File: src/rtl/sgpb_pkg.sv
// ----------------------------------------------------------------------------
// sgpb_pkg
// Types, constants and font functions shared by the glyph page byte generator.
// ----------------------------------------------------------------------------
package sgpb_pkg;

   // one glyph: five cell columns of five cells, bit 0 of a column at the top
   typedef logic [4:0][4:0] glyph_type;

   // work item passed from the front end to the back end
   typedef struct packed {
      logic [2:0] page;
      logic [6:0] column;
      glyph_type  glyph;
   } qentry_type;

   // configuration register select (paddr bit 2)
   localparam logic CSR_LETTERS_ENABLE = 1'b0;

   localparam logic [5:0] GLYPH_COLON = 6'd10;
   localparam logic [5:0] GLYPH_DASH  = 6'd11;
   localparam logic [5:0] GLYPH_DOT   = 6'd12;
   localparam logic [5:0] GLYPH_BLANK = 6'd13;

   localparam logic [7:0] CHAR_ZERO   = 8'h30;
   localparam logic [7:0] CHAR_NINE   = 8'h39;
   localparam logic [7:0] CHAR_COLON  = 8'h3A;
   localparam logic [7:0] CHAR_DASH   = 8'h2D;
   localparam logic [7:0] CHAR_DOT    = 8'h2E;
   localparam logic [7:0] CHAR_SPACE  = 8'h20;
   localparam logic [7:0] CHAR_UPPER_A = 8'h41;
   localparam logic [7:0] CHAR_UPPER_Z = 8'h5A;
   localparam logic [7:0] CHAR_LOWER_A = 8'h61;
   localparam logic [7:0] CHAR_LOWER_Z = 8'h7A;
   // letter glyphs start at 14: index = code - 'A' + 14, code - 'a' + 14
   localparam logic [7:0] UPPER_BIAS  = 8'd51;
   localparam logic [7:0] LOWER_BIAS  = 8'd83;

   localparam logic [3:0] LAST_OFFSET = 4'd14;
   localparam logic [2:0] LAST_CELL   = 3'd4;
   localparam logic [1:0] LAST_SUB    = 2'd2;

   function automatic logic [5:0] glyph_index(input logic [7:0] code,
                                              input logic       letters);
      logic [7:0] diff;
      begin
         glyph_index = GLYPH_BLANK;
         if (code >= CHAR_ZERO && code <= CHAR_NINE) begin
            diff = code - CHAR_ZERO;
            glyph_index = diff[5:0];
         end else if (code == CHAR_COLON) begin
            glyph_index = GLYPH_COLON;
         end else if (code == CHAR_DASH) begin
            glyph_index = GLYPH_DASH;
         end else if (code == CHAR_DOT) begin
            glyph_index = GLYPH_DOT;
         end else if (code == CHAR_SPACE) begin
            glyph_index = GLYPH_BLANK;
         end else if (letters && code >= CHAR_UPPER_A && code <= CHAR_UPPER_Z) begin
            diff = code - UPPER_BIAS;
            glyph_index = diff[5:0];
         end else if (letters && code >= CHAR_LOWER_A && code <= CHAR_LOWER_Z) begin
            diff = code - LOWER_BIAS;
            glyph_index = diff[5:0];
         end
      end
   endfunction

   function automatic glyph_type glyph_cols(input logic [4:0] c0, input logic [4:0] c1,
                                            input logic [4:0] c2, input logic [4:0] c3,
                                            input logic [4:0] c4);
      glyph_cols = {c4, c3, c2, c1, c0};
   endfunction

   function automatic glyph_type font_rom(input logic [5:0] idx);
      case (idx)
         6'd0:  font_rom = glyph_cols(5'h0E, 5'h11, 5'h11, 5'h11, 5'h0E);
         6'd1:  font_rom = glyph_cols(5'h00, 5'h12, 5'h1F, 5'h10, 5'h00);
         6'd2:  font_rom = glyph_cols(5'h12, 5'h19, 5'h15, 5'h15, 5'h12);
         6'd3:  font_rom = glyph_cols(5'h0A, 5'h11, 5'h15, 5'h15, 5'h0A);
         6'd4:  font_rom = glyph_cols(5'h07, 5'h04, 5'h04, 5'h1F, 5'h04);
         6'd5:  font_rom = glyph_cols(5'h17, 5'h15, 5'h15, 5'h15, 5'h09);
         6'd6:  font_rom = glyph_cols(5'h0E, 5'h15, 5'h15, 5'h15, 5'h08);
         6'd7:  font_rom = glyph_cols(5'h01, 5'h19, 5'h05, 5'h03, 5'h01);
         6'd8:  font_rom = glyph_cols(5'h0A, 5'h15, 5'h15, 5'h15, 5'h0A);
         6'd9:  font_rom = glyph_cols(5'h02, 5'h15, 5'h15, 5'h15, 5'h0E);
         6'd10: font_rom = glyph_cols(5'h00, 5'h00, 5'h0A, 5'h00, 5'h00);
         6'd11: font_rom = glyph_cols(5'h00, 5'h04, 5'h04, 5'h04, 5'h00);
         6'd12: font_rom = glyph_cols(5'h00, 5'h00, 5'h10, 5'h00, 5'h00);
         6'd14: font_rom = glyph_cols(5'h1E, 5'h05, 5'h05, 5'h05, 5'h1E);
         6'd15: font_rom = glyph_cols(5'h1F, 5'h15, 5'h15, 5'h15, 5'h0A);
         6'd16: font_rom = glyph_cols(5'h0E, 5'h11, 5'h11, 5'h11, 5'h0A);
         6'd17: font_rom = glyph_cols(5'h1F, 5'h11, 5'h11, 5'h11, 5'h0E);
         6'd18: font_rom = glyph_cols(5'h1F, 5'h15, 5'h15, 5'h15, 5'h11);
         6'd19: font_rom = glyph_cols(5'h1F, 5'h05, 5'h05, 5'h05, 5'h01);
         6'd20: font_rom = glyph_cols(5'h0E, 5'h11, 5'h15, 5'h15, 5'h0C);
         6'd21: font_rom = glyph_cols(5'h1F, 5'h04, 5'h04, 5'h04, 5'h1F);
         6'd22: font_rom = glyph_cols(5'h00, 5'h11, 5'h1F, 5'h11, 5'h00);
         6'd23: font_rom = glyph_cols(5'h08, 5'h10, 5'h10, 5'h10, 5'h0F);
         6'd24: font_rom = glyph_cols(5'h1F, 5'h04, 5'h0A, 5'h11, 5'h00);
         6'd25: font_rom = glyph_cols(5'h1F, 5'h10, 5'h10, 5'h10, 5'h10);
         6'd26: font_rom = glyph_cols(5'h1F, 5'h02, 5'h04, 5'h02, 5'h1F);
         6'd27: font_rom = glyph_cols(5'h1F, 5'h02, 5'h04, 5'h08, 5'h1F);
         6'd28: font_rom = glyph_cols(5'h0E, 5'h11, 5'h11, 5'h11, 5'h0E);
         6'd29: font_rom = glyph_cols(5'h1F, 5'h05, 5'h05, 5'h05, 5'h02);
         6'd30: font_rom = glyph_cols(5'h0E, 5'h11, 5'h19, 5'h11, 5'h1E);
         6'd31: font_rom = glyph_cols(5'h1F, 5'h05, 5'h05, 5'h0D, 5'h12);
         6'd32: font_rom = glyph_cols(5'h12, 5'h15, 5'h15, 5'h15, 5'h09);
         6'd33: font_rom = glyph_cols(5'h01, 5'h01, 5'h1F, 5'h01, 5'h01);
         6'd34: font_rom = glyph_cols(5'h0F, 5'h10, 5'h10, 5'h10, 5'h0F);
         6'd35: font_rom = glyph_cols(5'h03, 5'h0C, 5'h10, 5'h0C, 5'h03);
         6'd36: font_rom = glyph_cols(5'h0F, 5'h10, 5'h0C, 5'h10, 5'h0F);
         6'd37: font_rom = glyph_cols(5'h11, 5'h0A, 5'h04, 5'h0A, 5'h11);
         6'd38: font_rom = glyph_cols(5'h01, 5'h02, 5'h1C, 5'h02, 5'h01);
         6'd39: font_rom = glyph_cols(5'h19, 5'h15, 5'h15, 5'h15, 5'h13);
         default: font_rom = '0;
      endcase
   endfunction

   // spread one cell column over two pages: each cell row becomes three pixel rows
   function automatic logic [7:0] scale_column(input logic [4:0] cells,
                                               input logic       lower);
      if (lower) begin
         scale_column = {1'b0, {3{cells[4]}}, {3{cells[3]}}, cells[2]};
      end else begin
         scale_column = {{2{cells[2]}}, {3{cells[1]}}, {3{cells[0]}}};
      end
   endfunction

endpackage

File: src/rtl/scaled_glyph_page_byte_generator.sv
// ----------------------------------------------------------------------------
// scaled_glyph_page_byte_generator
// Character to 15x15 scaled glyph column bytes for a paged pixel display.
// ----------------------------------------------------------------------------
// Usage:
//   Request channel (req_*): one beat per character, carrying start column,
//   top page and character code. The front end classifies the code, fetches
//   its 5x5 glyph and drops it into a small queue.
//   Response channel (rsp_*): thirty beats per character, fifteen column
//   bytes for the top page then fifteen for the page below, tagged with page,
//   base column and column offset; rsp_last marks the thirtieth beat.
//   Flow: a request beat is written into the queue, and the back end then
//   registers each response beat in its output register. The back end emits
//   one column byte per cycle while rsp_stall is low; requests are taken
//   while the queue has room, so the next character is waiting when the
//   current one ends and beats run back to back.
//   rsp_stall holds the output register and freezes the column walk; once the
//   queue fills, req_stall rises.
//   Reset clears the queue and the column walk and sets letters_enable to 1.
//   CSR: letters_enable at byte address 0 (bit 0).
// ----------------------------------------------------------------------------
module scaled_glyph_page_byte_generator #(
   parameter int QUEUE_DEPTH = 2
) (
   input  logic        clock,
   input  logic        reset,

   input  logic        req_valid,
   output logic        req_stall,
   input  logic [6:0]  req_start_column,
   input  logic [2:0]  req_top_page,
   input  logic [7:0]  req_char_code,

   output logic        rsp_valid,
   input  logic        rsp_stall,
   output logic [2:0]  rsp_target_page,
   output logic [6:0]  rsp_base_column,
   output logic [3:0]  rsp_column_offset,
   output logic [7:0]  rsp_pixel_byte,
   output logic        rsp_last,

   input  logic        csr_psel,
   input  logic        csr_penable,
   input  logic        csr_pwrite,
   input  logic [2:0]  csr_paddr,
   input  logic [31:0] csr_pwdata,
   output logic [31:0] csr_prdata,
   output logic        csr_pready
);

   logic                 letters_enable_ff, letters_enable_in;
   logic                 csr_write;
   logic                 queue_full;
   logic                 push;
   logic                 pop;
   logic                 head_valid;
   sgpb_pkg::qentry_type push_entry;
   sgpb_pkg::qentry_type head_entry;

   assign csr_pready = 1'b1;
   assign csr_write  = csr_psel && csr_penable && csr_pwrite;

   always_comb begin
      letters_enable_in = letters_enable_ff;
      if (csr_write && csr_paddr[2] == sgpb_pkg::CSR_LETTERS_ENABLE) begin
         letters_enable_in = csr_pwdata[0];
      end
   end

   always_ff @(posedge clock) begin
      if (reset) begin
         letters_enable_ff <= 1'b1;
      end else begin
         letters_enable_ff <= letters_enable_in;
      end
   end

   always_comb begin
      csr_prdata = '0;
      if (csr_paddr[2] == sgpb_pkg::CSR_LETTERS_ENABLE) begin
         csr_prdata = {31'd0, letters_enable_ff};
      end
   end

   sgpb_front u_front (
      .req_valid        (req_valid),
      .req_stall        (req_stall),
      .req_start_column (req_start_column),
      .req_top_page     (req_top_page),
      .req_char_code    (req_char_code),
      .letters_enable   (letters_enable_ff),
      .queue_full       (queue_full),
      .push             (push),
      .push_entry       (push_entry)
   );

   sgpb_queue #(
      .QUEUE_DEPTH (QUEUE_DEPTH)
   ) u_queue (
      .clock      (clock),
      .reset      (reset),
      .push       (push),
      .push_entry (push_entry),
      .full       (queue_full),
      .pop        (pop),
      .head_valid (head_valid),
      .head_entry (head_entry)
   );

   sgpb_back u_back (
      .clock             (clock),
      .reset             (reset),
      .head_valid        (head_valid),
      .head_entry        (head_entry),
      .pop               (pop),
      .rsp_valid         (rsp_valid),
      .rsp_stall         (rsp_stall),
      .rsp_target_page   (rsp_target_page),
      .rsp_base_column   (rsp_base_column),
      .rsp_column_offset (rsp_column_offset),
      .rsp_pixel_byte    (rsp_pixel_byte),
      .rsp_last          (rsp_last)
   );

endmodule

File: src/rtl/sgpb_front.sv
// ----------------------------------------------------------------------------
// sgpb_front
// Accepts request beats, classifies the character and fetches its glyph.
// ----------------------------------------------------------------------------
module sgpb_front (
   input  logic                 req_valid,
   output logic                 req_stall,
   input  logic [6:0]           req_start_column,
   input  logic [2:0]           req_top_page,
   input  logic [7:0]           req_char_code,
   input  logic                 letters_enable,
   input  logic                 queue_full,
   output logic                 push,
   output sgpb_pkg::qentry_type push_entry
);

   logic [5:0] glyph_idx;

   assign req_stall = queue_full;
   assign push      = req_valid && !queue_full;
   assign glyph_idx = sgpb_pkg::glyph_index(req_char_code, letters_enable);

   always_comb begin
      push_entry.page   = req_top_page;
      push_entry.column = req_start_column;
      push_entry.glyph  = sgpb_pkg::font_rom(glyph_idx);
   end

endmodule

File: src/rtl/sgpb_queue.sv
// ----------------------------------------------------------------------------
// sgpb_queue
// Short first-in first-out queue of glyph work items between front and back.
// ----------------------------------------------------------------------------
module sgpb_queue #(
   parameter int QUEUE_DEPTH = 2
) (
   input  logic                 clock,
   input  logic                 reset,
   input  logic                 push,
   input  sgpb_pkg::qentry_type push_entry,
   output logic                 full,
   input  logic                 pop,
   output logic                 head_valid,
   output sgpb_pkg::qentry_type head_entry
);

   localparam int PTR_W = (QUEUE_DEPTH > 1) ? $clog2(QUEUE_DEPTH) : 1;
   localparam int CNT_W = $clog2(QUEUE_DEPTH + 1);
   localparam logic [PTR_W-1:0] PTR_LAST = PTR_W'(QUEUE_DEPTH - 1);
   localparam logic [CNT_W-1:0] CNT_FULL = CNT_W'(QUEUE_DEPTH);

   sgpb_pkg::qentry_type entry_ff [QUEUE_DEPTH];
   logic [PTR_W-1:0] wr_ptr_ff, wr_ptr_in;
   logic [PTR_W-1:0] rd_ptr_ff, rd_ptr_in;
   logic [CNT_W-1:0] count_ff, count_in;

   assign full       = (count_ff == CNT_FULL);
   assign head_valid = (count_ff != '0);
   assign head_entry = entry_ff[rd_ptr_ff];

   always_comb begin
      wr_ptr_in = wr_ptr_ff;
      rd_ptr_in = rd_ptr_ff;
      count_in  = count_ff;
      if (push) begin
         wr_ptr_in = (wr_ptr_ff == PTR_LAST) ? '0 : wr_ptr_ff + 1'b1;
      end
      if (pop) begin
         rd_ptr_in = (rd_ptr_ff == PTR_LAST) ? '0 : rd_ptr_ff + 1'b1;
      end
      if (push && !pop) begin
         count_in = count_ff + 1'b1;
      end else if (pop && !push) begin
         count_in = count_ff - 1'b1;
      end
   end

   always_ff @(posedge clock) begin
      if (reset) begin
         wr_ptr_ff <= '0;
         rd_ptr_ff <= '0;
         count_ff  <= '0;
      end else begin
         wr_ptr_ff <= wr_ptr_in;
         rd_ptr_ff <= rd_ptr_in;
         count_ff  <= count_in;
      end
   end

   always_ff @(posedge clock) begin
      if (push) begin
         entry_ff[wr_ptr_ff] <= push_entry;
      end
   end

`ifndef NO_ASSERTIONS
   a_no_overflow: assert property (@(posedge clock) disable iff (reset)
      full |-> !push)
      else $error("queue written while full");

   a_no_underflow: assert property (@(posedge clock) disable iff (reset)
      !head_valid |-> !pop)
      else $error("queue popped while empty");

   a_count_bounded: assert property (@(posedge clock) disable iff (reset)
      count_ff <= CNT_FULL)
      else $error("queue count above depth");
`endif

endmodule

File: src/rtl/sgpb_back.sv
// ----------------------------------------------------------------------------
// sgpb_back
// Walks the head glyph column by column and drives the response beats.
// ----------------------------------------------------------------------------
module sgpb_back (
   input  logic                 clock,
   input  logic                 reset,
   input  logic                 head_valid,
   input  sgpb_pkg::qentry_type head_entry,
   output logic                 pop,
   output logic                 rsp_valid,
   input  logic                 rsp_stall,
   output logic [2:0]           rsp_target_page,
   output logic [6:0]           rsp_base_column,
   output logic [3:0]           rsp_column_offset,
   output logic [7:0]           rsp_pixel_byte,
   output logic                 rsp_last
);

   logic       half_ff, half_in;
   logic [2:0] cell_ff, cell_in;
   logic [1:0] sub_ff, sub_in;
   logic [3:0] offset_ff, offset_in;

   logic       rsp_valid_ff, rsp_valid_in;
   logic [2:0] page_ff, page_in;
   logic [6:0] column_ff, column_in;
   logic [3:0] col_off_ff, col_off_in;
   logic [7:0] byte_ff, byte_in;
   logic       last_ff, last_in;

   logic advance;
   logic fire;
   logic end_of_half;

   assign advance     = !rsp_valid_ff || !rsp_stall;
   assign fire        = advance && head_valid;
   assign end_of_half = (offset_ff == sgpb_pkg::LAST_OFFSET);
   assign pop         = fire && half_ff && end_of_half;

   always_comb begin
      half_in      = half_ff;
      cell_in      = cell_ff;
      sub_in       = sub_ff;
      offset_in    = offset_ff;
      rsp_valid_in = rsp_valid_ff;
      page_in      = page_ff;
      column_in    = column_ff;
      col_off_in   = col_off_ff;
      byte_in      = byte_ff;
      last_in      = last_ff;
      if (fire) begin
         rsp_valid_in = 1'b1;
         page_in      = head_entry.page + {2'b00, half_ff};
         column_in    = head_entry.column;
         col_off_in   = offset_ff;
         byte_in      = sgpb_pkg::scale_column(head_entry.glyph[cell_ff], half_ff);
         last_in      = half_ff && end_of_half;
         if (end_of_half) begin
            // flip to the other page, or wrap to the next item
            half_in   = !half_ff;
            cell_in   = '0;
            sub_in    = '0;
            offset_in = '0;
         end else begin
            offset_in = offset_ff + 1'b1;
            if (sub_ff == sgpb_pkg::LAST_SUB) begin
               sub_in  = '0;
               cell_in = cell_ff + 1'b1;
            end else begin
               sub_in = sub_ff + 1'b1;
            end
         end
      end else if (advance) begin
         rsp_valid_in = 1'b0;
      end
   end

   always_ff @(posedge clock) begin
      if (reset) begin
         half_ff      <= 1'b0;
         cell_ff      <= '0;
         sub_ff       <= '0;
         offset_ff    <= '0;
         rsp_valid_ff <= 1'b0;
      end else begin
         half_ff      <= half_in;
         cell_ff      <= cell_in;
         sub_ff       <= sub_in;
         offset_ff    <= offset_in;
         rsp_valid_ff <= rsp_valid_in;
      end
   end

   always_ff @(posedge clock) begin
      page_ff    <= page_in;
      column_ff  <= column_in;
      col_off_ff <= col_off_in;
      byte_ff    <= byte_in;
      last_ff    <= last_in;
   end

   assign rsp_valid         = rsp_valid_ff;
   assign rsp_target_page   = page_ff;
   assign rsp_base_column   = column_ff;
   assign rsp_column_offset = col_off_ff;
   assign rsp_pixel_byte    = byte_ff;
   assign rsp_last          = last_ff;

`ifndef NO_ASSERTIONS
   a_counters_in_range: assert property (@(posedge clock) disable iff (reset)
      offset_ff <= sgpb_pkg::LAST_OFFSET && cell_ff <= sgpb_pkg::LAST_CELL &&
      sub_ff <= sgpb_pkg::LAST_SUB)
      else $error("column counters out of range");

   a_cell_tracks_offset: assert property (@(posedge clock) disable iff (reset)
      offset_ff == 4'({2'b00, cell_ff} * 4'd3 + {2'b00, sub_ff}))
      else $error("cell column and offset disagree");

   a_last_on_lower_end: assert property (@(posedge clock) disable iff (reset)
      (rsp_valid_ff && rsp_last) |-> col_off_ff == sgpb_pkg::LAST_OFFSET)
      else $error("last beat not at final column");

   a_pop_only_at_last: assert property (@(posedge clock) disable iff (reset)
      pop |=> (rsp_valid_ff && rsp_last))
      else $error("item released before its final beat");
`endif

endmodule
File: config.mk
export PLATFORM = sky130hd
export DESIGN_NAME = scaled_glyph_page_byte_generator
export DESIGN_NICKNAME = d
export VERILOG_FILES = /design/src/rtl/sgpb_pkg.sv /design/src/rtl/scaled_glyph_page_byte_generator.sv /design/src/rtl/sgpb_front.sv /design/src/rtl/sgpb_queue.sv /design/src/rtl/sgpb_back.sv
export SDC_FILE = /design/constraint.sdc
export NUM_CORES = 1
export LEC_CHECK = 0
export BUFFER_PORTS_ARGS = -buffer_cell sky130_fd_sc_hd__buf_2
export CORE_ASPECT_RATIO = 0.75
export CORE_MARGIN = 2
export CORE_UTILIZATION = 30
export DETAILED_ROUTE_END_ITERATION = 16
export MAX_ROUTING_LAYER = met4
export PLACE_DENSITY_LB_ADDON = 0.08
export SYNTH_ARGS = -nofsm -noshare
export SYNTH_HDL_FRONTEND = slang
export SYNTH_SLANG_ARGS = --single-unit
File: constraint.sdc
create_clock -name clock -period 5.58 [get_ports clock]
set_input_delay 1.395 -clock clock [delete_from_list [all_inputs] [get_ports clock]]
set_output_delay 1.395 -clock clock [all_outputs]
set_load 0.05 [all_outputs]
==> results of run 1 <==
## cells in the final DEF, fill, tap and decap left out, types with 4 or more instances in the layout
| cell | instances |
|---|---|
| edfxtp_1 | 91 |
| nand3_1 | 10 |
| o221ai_1 | 4 |
| mux2_2 | 10 |
| a21o_1 | 6 |
| xnor2_1 | 7 |
| conb_1 | 32 |
| nor2_1 | 50 |
| clkbuf_16 | 9 |
| a211oi_1 | 7 |
| o211ai_1 | 18 |
| o21ai_1 | 4 |
| a22oi_1 | 5 |
| a21oi_1 | 38 |
| inv_1 | 16 |
| o21ai_0 | 17 |
| mux2i_1 | 15 |
| ha_1 | 24 |
| o311ai_1 | 4 |
| o32ai_1 | 4 |
| o22ai_1 | 4 |
| nand2b_1 | 6 |
| xor2_1 | 4 |
| buf_4 | 24 |
| dfxtp_1 | 17 |
| buf_2 | 52 |
| nor2b_1 | 5 |
| a32oi_1 | 4 |
| nand2_1 | 34 |
| nor3_1 | 8 |
| and2_1 | 6 |
| mux4_2 | 10 |
| a31oi_1 | 8 |
| or3_1 | 4 |
| nor3b_1 | 5 |
| nand3b_1 | 4 |
## cells by family (layout without fill, tap and decap cells)
group / count (synthesis) / after routing / share of synthesized area [%]
compound gates: 164 / 164 / 18.4
xor+xnor: 11 / 11 / 1.50
fa+ha+maj: 24 / 24 / 4.67
buf+inv: 86 / 111 / 7.64
flops: 108 / 108 / 47.8
mux: 36 / 36 / 7.94
other cells: 2 / 32 / 0.117
simple gates: 150 / 150 / 11.9
## per-stage QoR
stage               hold WS [ns]  setup slack [ns]  cells  util [%]
CTS                        0.486             0.892    924      34.3
detailed placement         0.474             0.531    908      32.9
global route               0.541             0.702    924      34.3
global placement           0.465             0.581    908      32.9
finish                     0.479             0.893    924      34.3
floorplan                  0.406              1.32    611         -
## registers in the layout, summed over array words and instances (netlist names), named ones only
register / count
u_back.cell_ff: 3
u_back.rsp_last: 1
u_back.rsp_column_offset: 4
u_queue.rd_ptr_ff: 1
u_back.half_ff: 1
letters_enable_ff: 1
u_back.rsp_valid: 1
u_back.offset_ff: 4
u_back.sub_ff: 2
u_queue.count_ff: 2
u_queue.wr_ptr_ff: 1
u_back.rsp_base_column: 7
u_queue.entry_ff: 70
u_back.rsp_target_page: 3
u_back.rsp_pixel_byte: 6
## path summary, 6_finish.rpt
path                                                           to  slack (ns)  depth (start not counted)
worst max-delay path            u_queue.entry_ff[1][19]$_DFFE_PP_        0.89                         14
worst min-delay path                u_back.rsp_valid$_SDFFE_PP0P_        0.48                          2
worst max register to register  u_queue.entry_ff[0][10]$_DFFE_PP_        2.20                          8
worst min register to register      u_back.rsp_valid$_SDFFE_PP0P_        0.48                          2
## layer usage
metal  up-vias  track usage, %  wire, um
met3        21            3.36      1080
met4         0            2.54       157
li1       2237               -         -
met2       182            21.1      6910
met5         -               -         0
met1      2364            22.5      8660
## worst max-delay path, delay by kind of cell
kind | cells | cell delay [ns]
buffers and inverters | 4 | 0.58
muxes | 1 | 0.23
AOI/OAI and AO/OA | 6 | 1.75
adders and majority gates | 2 | 0.48
and+or+nand+nor | 1 | 0.30
## where the power goes
part	internal (mW)	leakage, nW	switching, mW
registers	1.01	1.01	0.0327
logic	0.156	1.53	0.420
clock network	0.348	0.134	0.267
## final cells by class
class	instances	share of cell area (%)
repair buffers	76	6.10
inverters	19	0.988
well taps	288	4.99
clock inverters	4	0.693
multi-input cells	417	41.4
clock buffers	12	3.28
flip-flops and latches	108	42.6
==> flow_metrics.py, run 1 <==
metrics = {
    "global_route": {
        "grt-ovfl-total": 0,
        "antenna_found_initial": 0,
        "track_usage_pct": 15.1,
        "grt_pass1_wl_um": 25700,
        "grt_max_degree": 36,
        "grt_pass1_vias": 4466,
    },
    "yosys": {
        "async_flop_share_pct": 0,
        "yosysTopAreaCell": "edfxtp_1",
        "synth_cell_types": 77,
        "synth_top_area_share_pct": 42.5,
        "synth_cells": 581,
        "yosys_warnings": 0,
        "avgSynthCellArea_um2": 11.1,
        "ys_top_cells_by_area": "edfxtp_1, dfxtp_1, ha_1, buf_4, mux4_2",
        "ys_seq_area_share_pct": 47.8,
        "ys.flop_type": "edfxtp_1",
        "post-synth-top-count-cell": "edfxtp_1",
        "synth.ff_latch_count": 108,
        "synth_common_cells": "edfxtp_1, nor2_1, a21oi_1, buf_4, nand2_1",
        "synth_edf_count": 91,
        "synthesis.area_um2": 6430,
    },
    "sta": {
        "rsz0062_at_grt": "no",
        "tns_ns": 0,
        "clock_skew_ns": 0.00597,
        "hold_violations": 0,
        "setup_viol": 0,
        "tightest_slew_ns": 1.08,
        "slew_violations": 0,
        "final.min_clock_period_ns": 4.69,
        "clock.fmax_mhz": 213,
        "period_share_pct": 84.0,
        "maxSlewHeadroom_pct": 27.8,
    },
    "power": {
        "power.total_mw": 2.23,
        "power_density_nw_per_um2": 309,
        "p_leak_nw": 2.67,
        "peakVddDrop_uv": 131,
    },
    "job": {
        "cap_violations": 0,
    },
    "floorplan": {
        "fp.dieH_um": 131,
        "die-area_um2": 22600,
        "ioPinCount": 118,
        "rows": 46,
        "die_w_um": 173,
        "core_um2": 21100,
        "initial_core_util_pct": 30.5,
    },
    "finish": {
        "fin_nets": 715,
        "fillers": 2128,
        "drive_above_1_share_pct": 20.0,
        "register_area_um2": 3070,
        "multi_input_area_um2": 2990,
        "final_design_area_no_fill_um2": 7220,
        "area_growth_pct": 12.2,
        "n_antenna_cell": 0,
    },
    "routing": {
        "via_per_inst": 5.20,
        "drc": 0,
        "via_count": 4804,
        "ant_nets": 0,
        "dr.pass1.iters": 5,
        "finalWirelength_um": 16800,
        "routedWlPerCell_um": 18.2,
        "drt_iter0_markers": 494,
    },
    "min_path": {
        "hp-start": "u_back.rsp_valid$_SDFFE_PP0P_",
        "min_path_type": "flop to flop",
    },
    "setup_path": {
        "critical-path-max-stage-delay_ns": 0.47,
        "cpMaxStageDelayCell": "a2bb2oi_1",
        "arrival_ns": 4.74,
        "path_cells": "buf_2, inv_1, ha_1, nor4b_2, a2bb2oi_1, o22ai_4, o211a_1, inv_2, ha_1, inv_1, a211oi_1, mux2i_1, o211ai_1, o211ai_1",
        "start_kind": "input pin",
        "crit_path_max_fanout": 10,
        "cp_data_required_time_ns": 5.63,
        "critical_path_class": "input pin to flop",
        "end_kind": "flop",
        "cp-startpoint": "req_char_code[1]",
        "r2r-start": "letters_enable_ff$_SDFFE_PP1P_",
    },
    "clocking": {
        "hold_buffers": 0,
        "cts_buffer_depth": 2,
        "cts.sinks": 108,
        "cts_made_buffers": 9,
        "clockRootBuffer": "clkbuf_16",
        "cts.clk_slew.worst_paths_ns": 0.07,
        "htree_levels": 3,
        "cts_tree": "done",
        "clk_latency_ns": 0.34,
        "cts-resized-gates": 0,
        "postCtsSetupBuffers": 0,
    },
    "placement": {
        "port_buffers": 52,
        "dpl_cell_area_um2": 6930,
        "place_congestion": 0.903,
        "detailed_place_hpwl_um": 12100,
    },
    "run_status": {
        "status": "completed",
    },
}
Power figures use the tool's default switching activity.
==> run 2: changes to the inputs <==
--- a/config.mk
+++ b/config.mk
@@ -5,6 +5,7 @@
 export SDC_FILE = /design/constraint.sdc
 export NUM_CORES = 1
 export LEC_CHECK = 0
+export ABC_AREA = 1
 export BUFFER_PORTS_ARGS = -buffer_cell sky130_fd_sc_hd__buf_2
 export CORE_ASPECT_RATIO = 0.75
 export CORE_MARGIN = 2
==> constraint.sdc (replaced) <==
create_clock -name clock -period 4.15 [get_ports clock]
set_input_delay 1.0375 -clock clock [delete_from_list [all_inputs] [get_ports clock]]
set_output_delay 1.0375 -clock clock [all_outputs]
set_load 0.05 [all_outputs]
==> run 2 against run 1 <==
Against the previous run: sequential share of layout area up 1.0 points; non-clock buffer count shrank 9; core utilization up 0.43 points; clock skew increased by 0.0046 ns.
==> flow_metrics.py, run 2 <==
metrics = {
    "setup_path": {
        "critical_path_class": "input pin to flop",
        "crit_path_max_fanout": 7,
        "rrSetupSlack_ns": 1.38,
        "arrival_ns": 3.79,
        "reg2reg_to": "u_queue.entry_ff[0][13]$_DFFE_PP_",
        "r2r_cells": 19,
        "r2r-start": "letters_enable_ff$_SDFFE_PP1P_",
        "cp-startpoint": "req_char_code[1]",
        "end_kind": "flop",
        "start_kind": "input pin",
        "cp_data_required_time_ns": 4.35,
    },
    "yosys": {
        "async_flop_share_pct": 0,
        "synth_cells": 715,
        "yosysTopAreaCell": "edfxtp_1",
        "yosys_warnings": 0,
        "ys_seq_area_share_pct": 49.2,
        "synth.ff_latch_count": 108,
        "synth_cell_types": 47,
        "synth_common_cells": "nand2_1, edfxtp_1, nor2_1",
        "ys_top_cells_by_area": "edfxtp_1, nand2_1, dfxtp_1, ha_1, buf_4",
        "synth_edf_count": 91,
        "synthesis.area_um2": 6250,
        "synth_top_area_share_pct": 43.7,
        "post-synth-top-count-cell": "nand2_1",
        "avgSynthCellArea_um2": 8.74,
        "ys.flop_type": "edfxtp_1",
    },
    "power": {
        "internal_power_mw": 2.03,
        "power_density_nw_per_um2": 424,
        "clock_power_share_pct": 31.2,
        "seqPwrFrac_pct": 45.7,
        "combPwrFrac_pct": 23.1,
        "swShare_pct": 32.2,
        "p_sw_uw": 963,
        "peakVddDrop_uv": 163,
        "p_leak_nw": 3.07,
    },
    "sta": {
        "slew_violations": 0,
        "setup_viol": 0,
        "rsz0062_at_grt": "no",
        "hold_violations": 0,
        "tightest_slew_ns": 0.874,
        "maxSlewHeadroom_pct": 41.7,
        "clock_skew_ns": 0.0106,
        "period_share_pct": 86.5,
        "final.min_clock_period_ns": 3.59,
        "tns_ns": 0,
        "hold_ws_ns": 0.437,
        "clock.fmax_mhz": 279,
    },
    "routing": {
        "dr.pass1.iters": 4,
        "ant_nets": 0,
        "via_per_inst": 4.57,
        "finalWirelength_um": 15400,
        "via_count": 4824,
        "routedWlPerCell_um": 14.6,
        "drt_iter0_markers": 375,
        "drc": 0,
    },
    "clocking": {
        "htree_levels": 3,
        "clk_latency_ns": 0.34,
        "cts.clk_slew.worst_paths_ns": 0.07,
        "cts.sinks": 108,
        "cts-resized-gates": 0,
        "clockRootBuffer": "clkbuf_16",
        "cts_made_buffers": 9,
        "cts_buffer_depth": 2,
        "hold_buffers": 0,
        "cts_tree": "done",
        "postCtsSetupBuffers": 0,
    },
    "floorplan": {
        "initial_core_util_pct": 30.8,
        "die_w_um": 171,
        "ioPinCount": 118,
        "die-area_um2": 22000,
        "rows": 45,
        "fp.dieH_um": 129,
        "core_um2": 20300,
    },
    "finish": {
        "final_common_cell": "nand2_1",
        "n_antenna_cell": 0,
        "drive_above_1_share_pct": 15.8,
        "largest_reg_flops": 70,
        "area_growth_pct": 12.9,
        "mostFrequentLayoutCells": "nand2_1, edfxtp_1, nor2_1",
        "fillers": 2122,
        "top_register": "u_queue.entry_ff",
        "fin_nets": 852,
    },
    "placement": {
        "place_congestion": 0.933,
        "detailed_place_hpwl_um": 11600,
        "port_buffers": 52,
    },
    "job": {
        "cap_violations": 0,
    },
    "global_route": {
        "grt_max_degree": 36,
        "track_usage_pct": 15.2,
        "grt-ovfl-total": 0,
        "grt_pass1_wl_um": 25100,
        "antenna_found_initial": 0,
        "grt_pass1_vias": 4595,
    },
    "min_path": {
        "min_path_type": "flop to flop",
        "hold_depth": 0,
        "min_to": "u_back.rsp_column_offset[1]$_DFFE_PP_",
        "hp-start": "u_back.offset_ff[1]$_SDFFE_PP0P_",
    },
    "run_status": {
        "status": "completed",
    },
}
==> run 2: cell count changes in the layout (fill, tap and decap cells not counted), moves of 12 or more <==
cell      before  now
nand2_1       34  219
inv_1         16   51
nand3_1       10   39
a21oi_1       38   13
o21ai_0       17   37
nor2_1        50   63
o211ai_1      18    6
==> run 2: kinds of logic after synthesis <==
kind of cell	after synthesis	synth area share, %
other	2	0.120
flip-flops	108	49.2
AND/OR/NAND/NOR	364	25.4
AO/OA/AOI/OAI	88	8.75
XOR/XNOR	3	0.420
multiplexers	9	1.44
buffers and inverters	117	9.89
adder cells (fa/ha/maj)	24	4.80
==> run 2: final cells by class <==
class,instances,area [um^2],share of cell area [%]
inverters,62,238,3.37
clock inverters,7,105,1.49
flip-flops and latches,108,3070,43.6
well taps,282,353,5.00
clock buffers,9,225,3.19
repair buffers,67,373,5.29
multi-input cells,520,2690,38.1
==> run 2: metal layers <==
| metal | track usage [%] | up-vias | share of wire (%) |
|---|---|---|---|
| li1 | - | 2419 | - |
| met1 | 22.9 | 2277 | 53 |
| met2 | 20.9 | 119 | 41 |
| met3 | 3.18 | 9 | 5.1 |
| met4 | 2.56 | 0 | 0.59 |
| met5 | - | - | 0 |
==> run 2: worst max path at each step <==
stage | to | cells after the start
after CTS | u_queue.entry_ff[1][13]$_DFFE_PP_ | 24
after floorplan | u_queue.entry_ff[0][7]$_DFFE_PP_ | 24
final | u_queue.entry_ff[0][13]$_DFFE_PP_ | 24
after global routing | u_queue.entry_ff[0][13]$_DFFE_PP_ | 24
after global placement | u_queue.entry_ff[1][13]$_DFFE_PP_ | 24
after detailed placement | u_queue.entry_ff[1][13]$_DFFE_PP_ | 24
==> run 2: metrics by stage <==
step	instance area (um^2)	total power, mW	setup slack, ns	std cells	util, %
finish	7050	2.99	0.562	1055	34.7
global route	7050	3.16	0.279	1055	34.7
CTS	7050	3.03	0.616	1055	34.7
detailed placement	6720	2.09	0.271	1039	33.1
global placement	6720	2.08	0.266	1039	33.1
floorplan	6360	1.93	0.928	745	-
==> run 2: worst max-delay path, stage by stage <==
cell and delay, ns:
buf_2 0.13, inv_1 0.16, ha_1 0.23, inv_1 0.07, nand3_1 0.08, nand2_1 0.05
nand2_1 0.07, nand3_2 0.12, nand2_4 0.12, nand2_1 0.06, nand2_1 0.07, nand2_1 0.06
nand2_1 0.11, nand2_2 0.13, inv_1 0.17, ha_1 0.30, inv_1 0.09, nor2_1 0.16
nand2_1 0.10, nor2_1 0.13, nor2_1 0.08, nand2_1 0.07, nand2_1 0.06, nand2_1 0.12
==> run 2: power by group through the flow <==
stage | clock network, mW | logic [mW] | registers, mW
floorplan | 0 | 0.413 | 1.51
global placement | 0 | 0.694 | 1.39
detailed placement | 0 | 0.694 | 1.39
CTS | 0.964 | 0.696 | 1.37
global route | 1.01 | 0.764 | 1.38
finish | 0.932 | 0.691 | 1.37
